==> src/rtl/rpc_pkg.sv <==
// Shared types, constants and the control-store program of the rate PI controller.
package rpc_pkg;

    // Field widths
    localparam int TIME_W   = 32;
    localparam int GAIN_W   = 24;
    localparam int PERIOD_W = 24;
    localparam int RAW_W    = 16;
    localparam int DATA_W   = 32;
    localparam int STEP_W   = 4;
    localparam int CFG_IDX_W = 3;
    localparam int CFG_DATA_W = 32;

    // Frame match
    localparam logic [10:0] FRAME_ID_RATE  = 11'd42;
    localparam logic [3:0]  FRAME_LEN_RATE = 4'd6;

    // Item kinds
    localparam logic KIND_FRAME = 1'b0;
    localparam logic KIND_TICK  = 1'b1;

    // Drive modes
    localparam logic MODE_DISABLED = 1'b0;
    localparam logic MODE_CURRENT  = 1'b1;

    // Register reset values
    localparam logic [1:0]            AXIS_RESET    = 2'd0;
    localparam logic [PERIOD_W-1:0]   PERIOD_RESET  = 24'd839;
    localparam logic [TIME_W-1:0]     TIMEOUT_RESET = 32'd500000;

    // Configuration register indexes
    typedef enum logic [CFG_IDX_W-1:0] {
        REG_AXIS_SELECT       = 3'd0,
        REG_GAIN_PROPORTIONAL = 3'd1,
        REG_GAIN_INTEGRAL     = 3'd2,
        REG_LOOP_PERIOD       = 3'd3,
        REG_TIMEOUT_US        = 3'd4
    } cfg_reg_t;

    // Input word
    typedef struct packed {
        logic                    kind;
        logic [TIME_W-1:0]       now_us;
        logic [10:0]             frame_id;
        logic [3:0]              frame_length;
        logic signed [RAW_W-1:0] rate_error_x;
        logic signed [RAW_W-1:0] rate_error_y;
        logic signed [RAW_W-1:0] rate_error_z;
        logic                    drive_saturated;
    } item_word_t;

    // Output word
    typedef struct packed {
        logic                     drive_mode;
        logic signed [DATA_W-1:0] current_reference;
    } result_word_t;

    // Multiplier operand selection
    typedef enum logic [2:0] {
        MUL_NONE,
        MUL_KI_ERR,
        MUL_KP_ERR,
        MUL_PHI_LP,
        MUL_PLO_LP,
        MUL_RAW_K
    } mul_sel_t;

    // Datapath operation
    typedef enum logic [3:0] {
        ALU_NONE,
        ALU_RND16,
        ALU_LOAD_SHL20,
        ALU_ADD_PROD,
        ALU_RND24,
        ALU_INTEG,
        ALU_OUT,
        ALU_STALE,
        ALU_LOAD,
        ALU_DIVQ,
        ALU_ERR
    } alu_op_t;

    // Sequencer branch condition
    typedef enum logic [2:0] {
        JMP_NEXT,
        JMP_ACCEPT,
        JMP_FRAME,
        JMP_STALE,
        JMP_SAT,
        JMP_NOMATCH,
        JMP_ALWAYS
    } jmp_t;

    typedef struct packed {
        mul_sel_t          mul;
        alu_op_t           alu;
        jmp_t              jmp;
        logic [STEP_W-1:0] target;
    } ctrl_t;

    // Step addresses
    localparam logic [STEP_W-1:0] STEP_IDLE     = 4'd0;
    localparam logic [STEP_W-1:0] STEP_DISPATCH = 4'd1;
    localparam logic [STEP_W-1:0] STEP_IRND     = 4'd2;
    localparam logic [STEP_W-1:0] STEP_PHI      = 4'd3;
    localparam logic [STEP_W-1:0] STEP_PLO      = 4'd4;
    localparam logic [STEP_W-1:0] STEP_SUM      = 4'd5;
    localparam logic [STEP_W-1:0] STEP_INC      = 4'd6;
    localparam logic [STEP_W-1:0] STEP_INTEG    = 4'd7;
    localparam logic [STEP_W-1:0] STEP_PTERM    = 4'd8;
    localparam logic [STEP_W-1:0] STEP_PRND     = 4'd9;
    localparam logic [STEP_W-1:0] STEP_OUT      = 4'd10;
    localparam logic [STEP_W-1:0] STEP_STALE    = 4'd11;
    localparam logic [STEP_W-1:0] STEP_FRAME    = 4'd12;
    localparam logic [STEP_W-1:0] STEP_FLOAD    = 4'd13;
    localparam logic [STEP_W-1:0] STEP_FDIV     = 4'd14;
    localparam logic [STEP_W-1:0] STEP_FERR     = 4'd15;

    // Control store
    function automatic ctrl_t ucode(input logic [STEP_W-1:0] step);
        ctrl_t c;
        c = '{mul: MUL_NONE, alu: ALU_NONE, jmp: JMP_NEXT, target: STEP_IDLE};
        unique case (step)
            STEP_IDLE:     begin c.jmp = JMP_ACCEPT; c.target = STEP_DISPATCH; end
            STEP_DISPATCH: begin c.mul = MUL_KI_ERR; c.jmp = JMP_FRAME; c.target = STEP_FRAME; end
            STEP_IRND:     begin c.alu = ALU_RND16; c.jmp = JMP_STALE; c.target = STEP_STALE; end
            STEP_PHI:      begin c.mul = MUL_PHI_LP; c.jmp = JMP_SAT; c.target = STEP_PTERM; end
            STEP_PLO:      begin c.mul = MUL_PLO_LP; c.alu = ALU_LOAD_SHL20; end
            STEP_SUM:      c.alu = ALU_ADD_PROD;
            STEP_INC:      c.alu = ALU_RND24;
            STEP_INTEG:    c.alu = ALU_INTEG;
            STEP_PTERM:    c.mul = MUL_KP_ERR;
            STEP_PRND:     c.alu = ALU_RND16;
            STEP_OUT:      begin c.alu = ALU_OUT; c.jmp = JMP_ALWAYS; c.target = STEP_IDLE; end
            STEP_STALE:    begin c.alu = ALU_STALE; c.jmp = JMP_ALWAYS; c.target = STEP_IDLE; end
            STEP_FRAME:    begin c.mul = MUL_RAW_K; c.jmp = JMP_NOMATCH; c.target = STEP_IDLE; end
            STEP_FLOAD:    c.alu = ALU_LOAD;
            STEP_FDIV:     c.alu = ALU_DIVQ;
            STEP_FERR:     begin c.alu = ALU_ERR; c.jmp = JMP_ALWAYS; c.target = STEP_IDLE; end
        endcase
        return c;
    endfunction

endpackage

==> src/rtl/rate_pi_current_controller.sv <==
// Top level: microcoded PI current controller driven by rate-error frames.
//
// Usage
//   Input channel (item_valid / item_stall / item): one word is either a
//   received frame (kind 0) or a control tick (kind 1). A frame with id 42
//   and length 6 loads the selected axis rate error and the command time.
//   Each tick returns one result word (result_valid / result_stall / result)
//   with the drive mode and the Q16.16 current reference; frames return none.
//   Configuration: cfg_write, cfg_index and cfg_data write one register per
//   clock; write only while the block is idle.
// Timing
//   A full tick runs from acceptance to the result register but skips the
//   integrator steps while the drive saturates; a stale command jumps to
//   its result step. item_stall stays high meanwhile. The rate is set by the
//   16-step control program and the single shared 33x25 multiplier.
// Reset
//   rst_n clears the sequencer, the result valid flag, the error, integrator
//   and command time, and loads the register defaults.
// Backpressure
//   A finished result waits in the output register; the next item is still
//   taken, and a later result step holds until that register is free.
module rate_pi_current_controller
    import rpc_pkg::*;
(
    input  logic                  clk,
    input  logic                  rst_n,
    input  logic                  item_valid,
    output logic                  item_stall,
    input  item_word_t            item,
    output logic                  result_valid,
    input  logic                  result_stall,
    output result_word_t          result,
    input  logic                  cfg_write,
    input  logic [CFG_IDX_W-1:0]  cfg_index,
    input  logic [CFG_DATA_W-1:0] cfg_data
);

    // Configuration registers
    logic [1:0]                axis_select_reg;
    logic signed [GAIN_W-1:0]  gain_p_reg;
    logic signed [GAIN_W-1:0]  gain_i_reg;
    logic [PERIOD_W-1:0]       loop_period_reg;
    logic [TIME_W-1:0]         timeout_reg;

    // Controller state
    logic signed [DATA_W-1:0]  rate_error_reg;
    logic signed [DATA_W-1:0]  integrator_reg;
    logic [TIME_W-1:0]         last_cmd_reg;

    // Sequencer and datapath
    logic [STEP_W-1:0]         pc_reg;
    logic [STEP_W-1:0]         pc_next;
    item_word_t                item_reg;
    logic signed [57:0]        prod_reg;
    logic signed [63:0]        acc_reg;
    logic [11:0]               quot_reg;
    logic                      result_valid_reg;
    logic                      result_valid_next;
    result_word_t              result_reg;

    ctrl_t                     ctrl;
    logic                      accept;
    logic                      emit;
    logic                      exec;
    logic                      stale;
    logic                      frame_match;
    logic signed [RAW_W-1:0]   raw_sel;
    logic signed [RAW_W:0]     raw_ext;
    logic [RAW_W:0]            raw_mag;
    logic signed [32:0]        mul_a;
    logic signed [24:0]        mul_b;
    logic signed [57:0]        product;
    logic [25:0]               div_x;
    logic [11:0]               div_q;
    logic [15:0]               div_r;
    logic [DATA_W-1:0]         err_mag;
    logic [TIME_W-1:0]         age;

    // Round to nearest (halves away from zero) after an arithmetic shift
    function automatic logic signed [63:0] rnd_shift(input logic signed [63:0] v,
                                                     input int k);
        logic signed [63:0] bias;
        bias = 64'sd1 <<< (k - 1);
        return (v + bias - $signed({63'd0, v[63]})) >>> k;
    endfunction

    // Clamp to the 32-bit signed range
    function automatic logic signed [31:0] sat32(input logic signed [63:0] v);
        if (v > 64'sd2147483647)
            return 32'sh7FFFFFFF;
        else if (v < -64'sd2147483648)
            return 32'sh80000000;
        else
            return v[31:0];
    endfunction

    assign ctrl   = ucode(pc_reg);
    assign accept = item_valid && !item_stall;
    assign emit   = (ctrl.alu == ALU_OUT) || (ctrl.alu == ALU_STALE);
    assign exec   = !(emit && result_valid_reg && result_stall);

    assign item_stall   = (pc_reg != STEP_IDLE);
    assign result_valid = result_valid_reg;
    assign result       = result_reg;

    // Branch conditions
    assign age         = item_reg.now_us - last_cmd_reg;
    assign stale       = age > timeout_reg;
    assign frame_match = (item_reg.frame_id == FRAME_ID_RATE)
                      && (item_reg.frame_length == FRAME_LEN_RATE);

    // Axis select, 3 behaves as z
    always_comb
    begin
        case (axis_select_reg)
            2'd0:    raw_sel = item_reg.rate_error_x;
            2'd1:    raw_sel = item_reg.rate_error_y;
            default: raw_sel = item_reg.rate_error_z;
        endcase
    end

    assign raw_ext = (RAW_W+1)'(raw_sel);
    assign raw_mag = raw_ext[RAW_W] ? 17'(-raw_ext) : 17'(raw_ext);

    // Shared multiplier operands
    always_comb
    begin
        unique case (ctrl.mul)
            MUL_KI_ERR:
            begin
                mul_a = 33'(rate_error_reg);
                mul_b = 25'(gain_i_reg);
            end
            MUL_KP_ERR:
            begin
                mul_a = 33'(rate_error_reg);
                mul_b = 25'(gain_p_reg);
            end
            MUL_PHI_LP:
            begin
                // upper half of p carries the sign
                mul_a = 33'($signed(acc_reg[39:20]));
                mul_b = $signed({1'b0, loop_period_reg});
            end
            MUL_PLO_LP:
            begin
                mul_a = $signed({13'd0, acc_reg[19:0]});
                mul_b = $signed({1'b0, loop_period_reg});
            end
            MUL_RAW_K:
            begin
                mul_a = $signed({16'd0, raw_mag});
                mul_b = 25'sd1000;
            end
            default:
            begin
                mul_a = '0;
                mul_b = '0;
            end
        endcase
    end

    assign product = mul_a * mul_b;

    // Rounded divide by 32767: estimate by shift, one correction
    assign div_x   = acc_reg[25:0] + 26'd16383;
    assign div_q   = {1'b0, div_x[25:15]};
    assign div_r   = {1'b0, div_x[14:0]} + {4'd0, div_q};
    assign err_mag = acc_reg[31:0] + {20'd0, quot_reg};

    // Step sequencing
    always_comb
    begin
        pc_next = pc_reg + 4'd1;
        unique case (ctrl.jmp)
            JMP_ACCEPT:  pc_next = accept ? ctrl.target : pc_reg;
            JMP_FRAME:   if (item_reg.kind == KIND_FRAME) pc_next = ctrl.target;
            JMP_STALE:   if (stale) pc_next = ctrl.target;
            JMP_SAT:     if (item_reg.drive_saturated) pc_next = ctrl.target;
            JMP_NOMATCH: if (!frame_match) pc_next = ctrl.target;
            JMP_ALWAYS:  pc_next = ctrl.target;
            default:     pc_next = pc_reg + 4'd1;
        endcase
        if (!exec)
            pc_next = pc_reg;
    end

    // Output register valid
    always_comb
    begin
        if (emit && exec)
            result_valid_next = 1'b1;
        else if (!result_stall)
            result_valid_next = 1'b0;
        else
            result_valid_next = result_valid_reg;
    end

    // Control and state registers
    always_ff @(posedge clk or negedge rst_n)
    begin
        if (!rst_n)
        begin
            pc_reg           <= STEP_IDLE;
            result_valid_reg <= 1'b0;
            axis_select_reg  <= AXIS_RESET;
            gain_p_reg       <= '0;
            gain_i_reg       <= '0;
            loop_period_reg  <= PERIOD_RESET;
            timeout_reg      <= TIMEOUT_RESET;
            rate_error_reg   <= '0;
            integrator_reg   <= '0;
            last_cmd_reg     <= '0;
        end
        else
        begin
            pc_reg           <= pc_next;
            result_valid_reg <= result_valid_next;

            // Register writes
            if (cfg_write)
            begin
                unique case (cfg_index)
                    REG_AXIS_SELECT:       axis_select_reg <= cfg_data[1:0];
                    REG_GAIN_PROPORTIONAL: gain_p_reg      <= cfg_data[GAIN_W-1:0];
                    REG_GAIN_INTEGRAL:     gain_i_reg      <= cfg_data[GAIN_W-1:0];
                    REG_LOOP_PERIOD:       loop_period_reg <= cfg_data[PERIOD_W-1:0];
                    REG_TIMEOUT_US:        timeout_reg     <= cfg_data[TIME_W-1:0];
                    default: ;
                endcase
            end

            // Integrator update
            if (exec && ctrl.alu == ALU_INTEG)
                integrator_reg <= sat32(64'(integrator_reg) + acc_reg);

            // Accepted command
            if (exec && ctrl.alu == ALU_ERR)
            begin
                rate_error_reg <= raw_ext[RAW_W] ? $signed(-err_mag) : $signed(err_mag);
                last_cmd_reg   <= item_reg.now_us;
            end
        end
    end

    // Datapath registers
    always_ff @(posedge clk)
    begin
        if (accept)
            item_reg <= item;

        if (exec && ctrl.mul != MUL_NONE)
            prod_reg <= product;

        if (exec)
        begin
            case (ctrl.alu)
                ALU_RND16:      acc_reg <= rnd_shift(64'(prod_reg), 16);
                ALU_LOAD_SHL20: acc_reg <= 64'(prod_reg) <<< 20;
                ALU_ADD_PROD:   acc_reg <= acc_reg + 64'(prod_reg);
                ALU_RND24:      acc_reg <= rnd_shift(acc_reg, 24);
                ALU_LOAD:       acc_reg <= 64'(prod_reg);
                ALU_DIVQ:       quot_reg <= div_q + {11'd0, (div_r >= 16'd32767)};
                ALU_OUT:
                begin
                    result_reg.drive_mode        <= MODE_CURRENT;
                    result_reg.current_reference <= sat32(acc_reg + 64'(integrator_reg));
                end
                ALU_STALE:
                begin
                    result_reg.drive_mode        <= MODE_DISABLED;
                    result_reg.current_reference <= '0;
                end
                default: ;
            endcase
        end
    end

endmodule

==> config.mk <==
export PLATFORM = sky130hd
export DESIGN_NAME = rate_pi_current_controller
export DESIGN_NICKNAME = d
export VERILOG_FILES = /design/src/rtl/rpc_pkg.sv /design/src/rtl/rate_pi_current_controller.sv
export SDC_FILE = /design/constraint.sdc
export NUM_CORES = 2
export LEC_CHECK = 0
export BUFFER_PORTS_ARGS = -buffer_cell sky130_fd_sc_hd__buf_2
export CORE_AREA = 2 2 347 349
export CTS_BUF_LIST = sky130_fd_sc_hd__clkbuf_8
export DETAILED_ROUTE_END_ITERATION = 10
export DIE_AREA = 0 0 349 351
export GPL_TIMING_DRIVEN = 0
export PLACE_DENSITY = 0.79
export SETUP_SLACK_MARGIN = 0.05
export SLEW_MARGIN = 30
export SYNTH_ARGS = -nofsm -noshare
export SYNTH_HDL_FRONTEND = slang
export SYNTH_SLANG_ARGS = --single-unit
==> constraint.sdc <==
create_clock -name clk -period 10.93 [get_ports clk]
set_input_delay 1.093 -clock clk [delete_from_list [all_inputs] [get_ports clk]]
set_output_delay 1.093 -clock clk [all_outputs]
set_load 0.01 [all_outputs]
After elaboration in Yosys (flattened, before gate mapping)
Cells that the tools add are included.
Widths: inputs -> output; s select.
{ "word_totals": {"output_inout_bits": 35, "romBits": 0, "wordCells": 139, "regBits": 471, "latchBits": 0, "n_memories": 0, "ramBits": 0, "input_bits": 137} }
{ "classes": {"reduce_logical": 31, "n_bitwise": 1, "magnitude_cmp": 4, "n_eq_ne": 45, "addsub": 14, "n_div": 0, "n_mux": 20, "multipliers": 1, "shift": 0} }
{ "op_table": {"columns": ["op", "n"], "rows": [
  ["$pmux 64 s5", 1],
  ["$pmux 33 s4", 1],
  ["$pmux 25 s4", 1],
  ["$mux 32", 3],
  ["$pmux 33 s2", 1],
  ["$add 64x25->64 const B", 1],
  ["$add 64x32->64", 1],
  ["$add 64x58->64", 1],
  ["$gt 64x32->1 const B", 1],
  ["$lt 64x32->1 const B", 1],
  ["$sub 64x2->64", 1],
  ["$sub 59x2->60", 1],
  ["$add 58x17->59 const B", 1],
  ["$mul 33x25->58", 1],
  ["$eq 4x4->1 const B", 11],
  ["$pmux 7 s6", 1],
  ["$pmux 4 s10", 1],
  ["$eq 4x3->1 const B", 9],
  ["$add 32x12->32", 1],
  ["$gt 32x32->1", 1],
  ["$neg 32->32", 1],
  ["$pmux 16 s2", 1],
  ["$sub 32x32->32", 1],
  ["$add 26x14->26 const B", 1],
  ["33 further kinds", 72]
]} }

Longest topological paths before layout
{ "depth": {"ltp_word": 10, "ltp_mapped": 44, "depth_no_buf": 42} }

Worst setup path before layout
No wires, ideal clock.
{ "synth_path": {"kind": "register -> register", "startpoint": "register axis_select_reg[0]", "endpoint": "register prod_reg[57], data pin", "setup_ps": 260, "t_arrival_ps": 9557, "synth_period_minus_slack_ps": 9816, "stages_incl_launch_ff": 42, "path_buffers": 3, "t_required_ps": 10670, "slack_ps": 1114, "path_cell_list": "dfrtp_1 > clkbuf_1 > buf_1 > mux2i_1 > nor2_1 > a21oi_1 > and2_1 > nand3_1 > o21ai_0 > xor2_1 > nand2_1 > nand2_1 > clkbuf_1 > nand2_1 > fa_1 > inv_1 > fa_1 > inv_1 > (+6 left out) > fa_1 > inv_1 > fa_1 > inv_1 > ha_1 > a21oi_1 > nor2_1 > a2111oi_0 > o221ai_1 > o311ai_0 > a21boi_0 > o211ai_1 > a31oi_1 > a41oi_1 > a31oi_1 > a221o_1 > a21oi_1 > xnor2_1"} }
{ "synth_between": {"elab_chain_cells": 6, "word_cells_on_any_way": 7, "cone_classes": "1 x add/sub; 1 x mul; 1 x eq/ne; 3 x mux; 1 x reduce/logical"} }
{ "synth_lines": {"columns": ["item", "line_no", "text"], "rows": [
  ["from (decl)", "rate_pi_current_controller.sv:39", "logic [1:0] axis_select_reg;"],
  ["from (signal assigned)", "rate_pi_current_controller.sv:224", "REG_AXIS_SELECT: axis_select_reg <= cfg_data[1:0];"],
  ["$eq 2x1->1 or $logic_not 2->1 (tied branches)", "rate_pi_current_controller.sv:115", "case (axis_select_reg)"],
  ["$pmux 16 s2 (*)", "rate_pi_current_controller.sv:115", null],
  ["$neg 16->17", "rate_pi_current_controller.sv:123", "assign raw_mag = raw_ext[RAW_W] ? 17'(-raw_ext) : 17'(raw_ext);"],
  ["$mux 17 (*)", "rate_pi_current_controller.sv:123", null],
  ["$pmux 33 s4 (*)", "rate_pi_current_controller.sv:128", "unique case (ctrl.mul)"],
  ["$mul 33x25->58 (*)", "rate_pi_current_controller.sv:163", "assign product = mul_a * mul_b;"],
  ["via product[57]", "rate_pi_current_controller.sv:72", "logic signed [57:0] product;"],
  ["to (signal assigned)", "rate_pi_current_controller.sv:253", "prod_reg <= product;"],
  ["to (decl)", "rate_pi_current_controller.sv:54", "logic signed [57:0] prod_reg;"]
]} }
Mark *: on every way through the listed nets, which the timed path passes. The rest lies on a longest branch.
A chain may end at the register's enable or synchronous reset.

Final worst setup path
{ "layout_path": {"startpoint": "register pc_reg[0]", "endpoint": "register prod_reg[57], data pin"} }
{ "layout_between": {"elab_chain_cells": 6, "word_cells_on_any_way": 16, "cone_classes": "1 x mul; 10 x eq/ne; 3 x mux; 2 x reduce/logical"} }
{ "layout_lines": {"columns": ["item", "line_no", "text"], "rows": [
  ["from (decl)", "rate_pi_current_controller.sv:51", "logic [STEP_W-1:0] pc_reg;"],
  ["from (signal assigned)", "rate_pi_current_controller.sv:217", "pc_reg <= pc_next;"],
  ["$eq 4x4->1, or another cell as far along", "rpc_pkg.sv:123", "unique case (step)"],
  ["$pmux 3 s5 (*)", "rpc_pkg.sv:123", null],
  ["$eq 3x2->1, or another cell as far along", "rate_pi_current_controller.sv:128", null],
  ["$reduce_or 2->1 (no line)", null, null],
  ["$pmux 33 s4 or $pmux 25 s4 (tied branches)", "rate_pi_current_controller.sv:128", null],
  ["$mul 33x25->58 (*)", "rate_pi_current_controller.sv:163", null],
  ["via product[57]", "rate_pi_current_controller.sv:72", null]
]} }
Marked as above.

==> impl_metrics.csv <==
group,metric,value,unit
critical_path,worstSetupEndpointType,"flip-flop",
critical_path,setup.worst_path.start_class,"flip-flop",
clocking,path_clk_slew,70,ps
yosys,syn-cell-area,64900,um^2
placement,place_ws,-1500,ps
layout,drive_gt1_frac,0.0921,
clocking,cts_buffer_depth,3,
flow_run,cap_violations,0,
yosys,synth_edf_count,264,
grt,grt_max_degree,81,
yosys,async_flop_share,0.439,
yosys,syn-num-nets,8636,
timing,rsz0062_at_grt,"no",
timing,hold_viol,0,
detailed_routing,post_drt_wl_per_cell,24.6,um
clocking,insertion_delay,830,ps
clocking,root_buffer,"clkbuf_8",
timing,layout_setup_ws,424,ps
critical_path,cp_max_fo,10,
floorplan,dieArea,122000,um^2
yosys,ys_seq_area_frac,0.202,
timing,fmax,95.2,MHz
yosys,syn_area_per_cell,9.09,um^2
placement,dpl.hpwl,181,mm
grt,antenna_found_initial,13,
timing,fin_skew,73.3,ps
detailed_routing,ant_nets,0,
timing,slew_viol_final,0,
layout,area_delta_synth_final,8.42,%
grt,grt_pass1_wl,335,mm
floorplan,dieHeight,351,um
yosys,synth_cell_types,97,
yosys,synthTopCellsByArea,"fa_1, edfxtp_1, ha_1",
layout,layout_commonest_cell,"inv_1",
timing,fin_tns_setup,0,ps
placement,placed_area,68100,um^2
floorplan,fp.dieW,349,um
grt,grt_overflow,0,
floorplan,rows,127,
clocking,cts_buffers,83,
min_path,min_path_type,"in2async",
clocking,cts_sinks,471,
detailed_routing,route.vias.total,55500,
yosys,ys.flop_type,"edfxtp_1",
grt,first_global_vias,56000,
detailed_routing,drtIter0Drc,5567,
yosys,synth.largest_area_cell,"fa_1",
floorplan,core_area,119000,um^2
detailed_routing,remaining_drc_errors,0,
layout,largest_reg_flops,97,
detailed_routing,viasPerCell,6.13,
yosys,ys_ff_latch,471,
critical_path,cp_slowest_stage_delay,680,ps
floorplan,start_util,0.545,
timing,tightest_slew,1110,ps
clocking,cts_tree,"yes",
timing,fin_crit_sh,0.961,
timing,period_needed,10510,ps
detailed_routing,dr.pass1.iters,6,
critical_path,critPathKind,"reg2reg",
clocking,htree_levels,3,
grt,track_usage,0.366,
detailed_routing,wirelength,223,mm
critical_path,cpMostUsedCell,"fa_1",
yosys,yosysWarnings,0,
floorplan,pin_count,172,
timing,slew_headroom,0.262,
layout,final_cell_mix,"inv_1, nand2_1, fa_1",
layout,layout.nets,8926,
critical_path,crit_arrival,11040,ps
layout,finalInstanceArea,70400,um^2
yosys,synth.top_cell.area_share,0.256,
placement,place_congestion,1.07,
timing,setup_violations,0,
placement,numPortBuffers,171,
outcome,status,"finished clean",
critical_path,crit_slowest_cell,"clkbuf_1",
critical_path,required,11460,ps
yosys,synth_cells,7142,
[stage by stage]
step	hold slack [ps]	utilization	std cells
4_1_cts	168	0.589	9041
5_1_grt	192	0.591	9059
2_1_floorplan	450	-	7142
6_report	176	0.591	9060
3_5_place_dp	493	0.572	8882
3_3_place_gp	474	0.569	8861
[critical path: cells and delay by family, from the launching register on]
kind                       cells  cell delay [ps]
AOI/OAI and AO/OA             12             2690
adders and majority gates      9             3980
xor gates and xnor gates       1              110
buffers and inverters          6             1460
DFF                            1              410
and+or+nand+nor                6             1590
[area by class of cell]
class / count / area, um^2
clock inverter: 67 / 527
fill: 10300 / 48700
inverter: 1100 / 4130
buffer: 288 / 1250
multi-input combinational: 5279 / 46900
sequential: 471 / 13100
tap: 1548 / 1940
timing repair buffer: 209 / 1280
antenna: 10 / 25.0
clock buffer: 88 / 1210
[what timing repair did]
action                                  4_1_cts  5_1_grt
pin swaps                                     5       10
gates resized for setup                     101       71
hold buffers                                  0        0
setup buffers                                 5       11
endpoints found under the setup margin       24       14
[per-layer routing]
layer | vias up | part of all wire | global-route usage
met5 | - | 0.00023 | 0
li1 | 24500 | - | -
met1 | 27300 | 0.38 | 0.453
met2 | 2968 | 0.44 | 0.572
met4 | 8 | 0.070 | 0.215
met3 | 734 | 0.11 | 0.102
[final timing paths]
| check | cells past startpoint | slack (ps) | end | startpoint |
|---|---|---|---|---|
| setup / recovery | 34 | 420 | prod_reg[57]$_DFFE_PP_ | pc_reg[0]$_DFFE_PN0P_ |
| hold / removal | 1 | 180 | last_cmd_reg[5]$_DFFE_PN0P_ | rst_n |
| max in group asynchronous | 3 | 9510 | integrator_reg[31]$_DFFE_PN0P_ | rst_n |
| hold reg to reg | 1 | 500 | last_cmd_reg[15]$_DFFE_PN0P_ | item_reg[79]$_DFFE_PP_ |
| setup reg to reg | 34 | 420 | prod_reg[57]$_DFFE_PP_ | pc_reg[0]$_DFFE_PN0P_ |
| min in group clk | 1 | 450 | item_reg[69]$_DFFE_PP_ | item[69] |
[cell families after synthesis]
kind of cell | Yosys count | share of synthesized area
flops | 471 | 0.202
xor+xnor | 371 | 0.0501
mux | 135 | 0.0230
simple gates | 1973 | 0.136
buf+inv | 1392 | 0.0812
compound gates | 1443 | 0.150
fa+ha+maj | 1357 | 0.358
[synth_stat cells (113+ instances only)]
cell type,count
a21o_1,223
a21oi_1,363
clkbuf_1,262
dfrtp_1,194
edfxtp_1,264
fa_1,831
ha_1,526
inv_1,1099
nand2_1,854
nor2_1,536
o21ai_0,250
xnor2_1,258
xor2_1,113
Power is not shown: default switching activity piles up to over one toggle a cycle in this logic, so the estimate is an artifact.
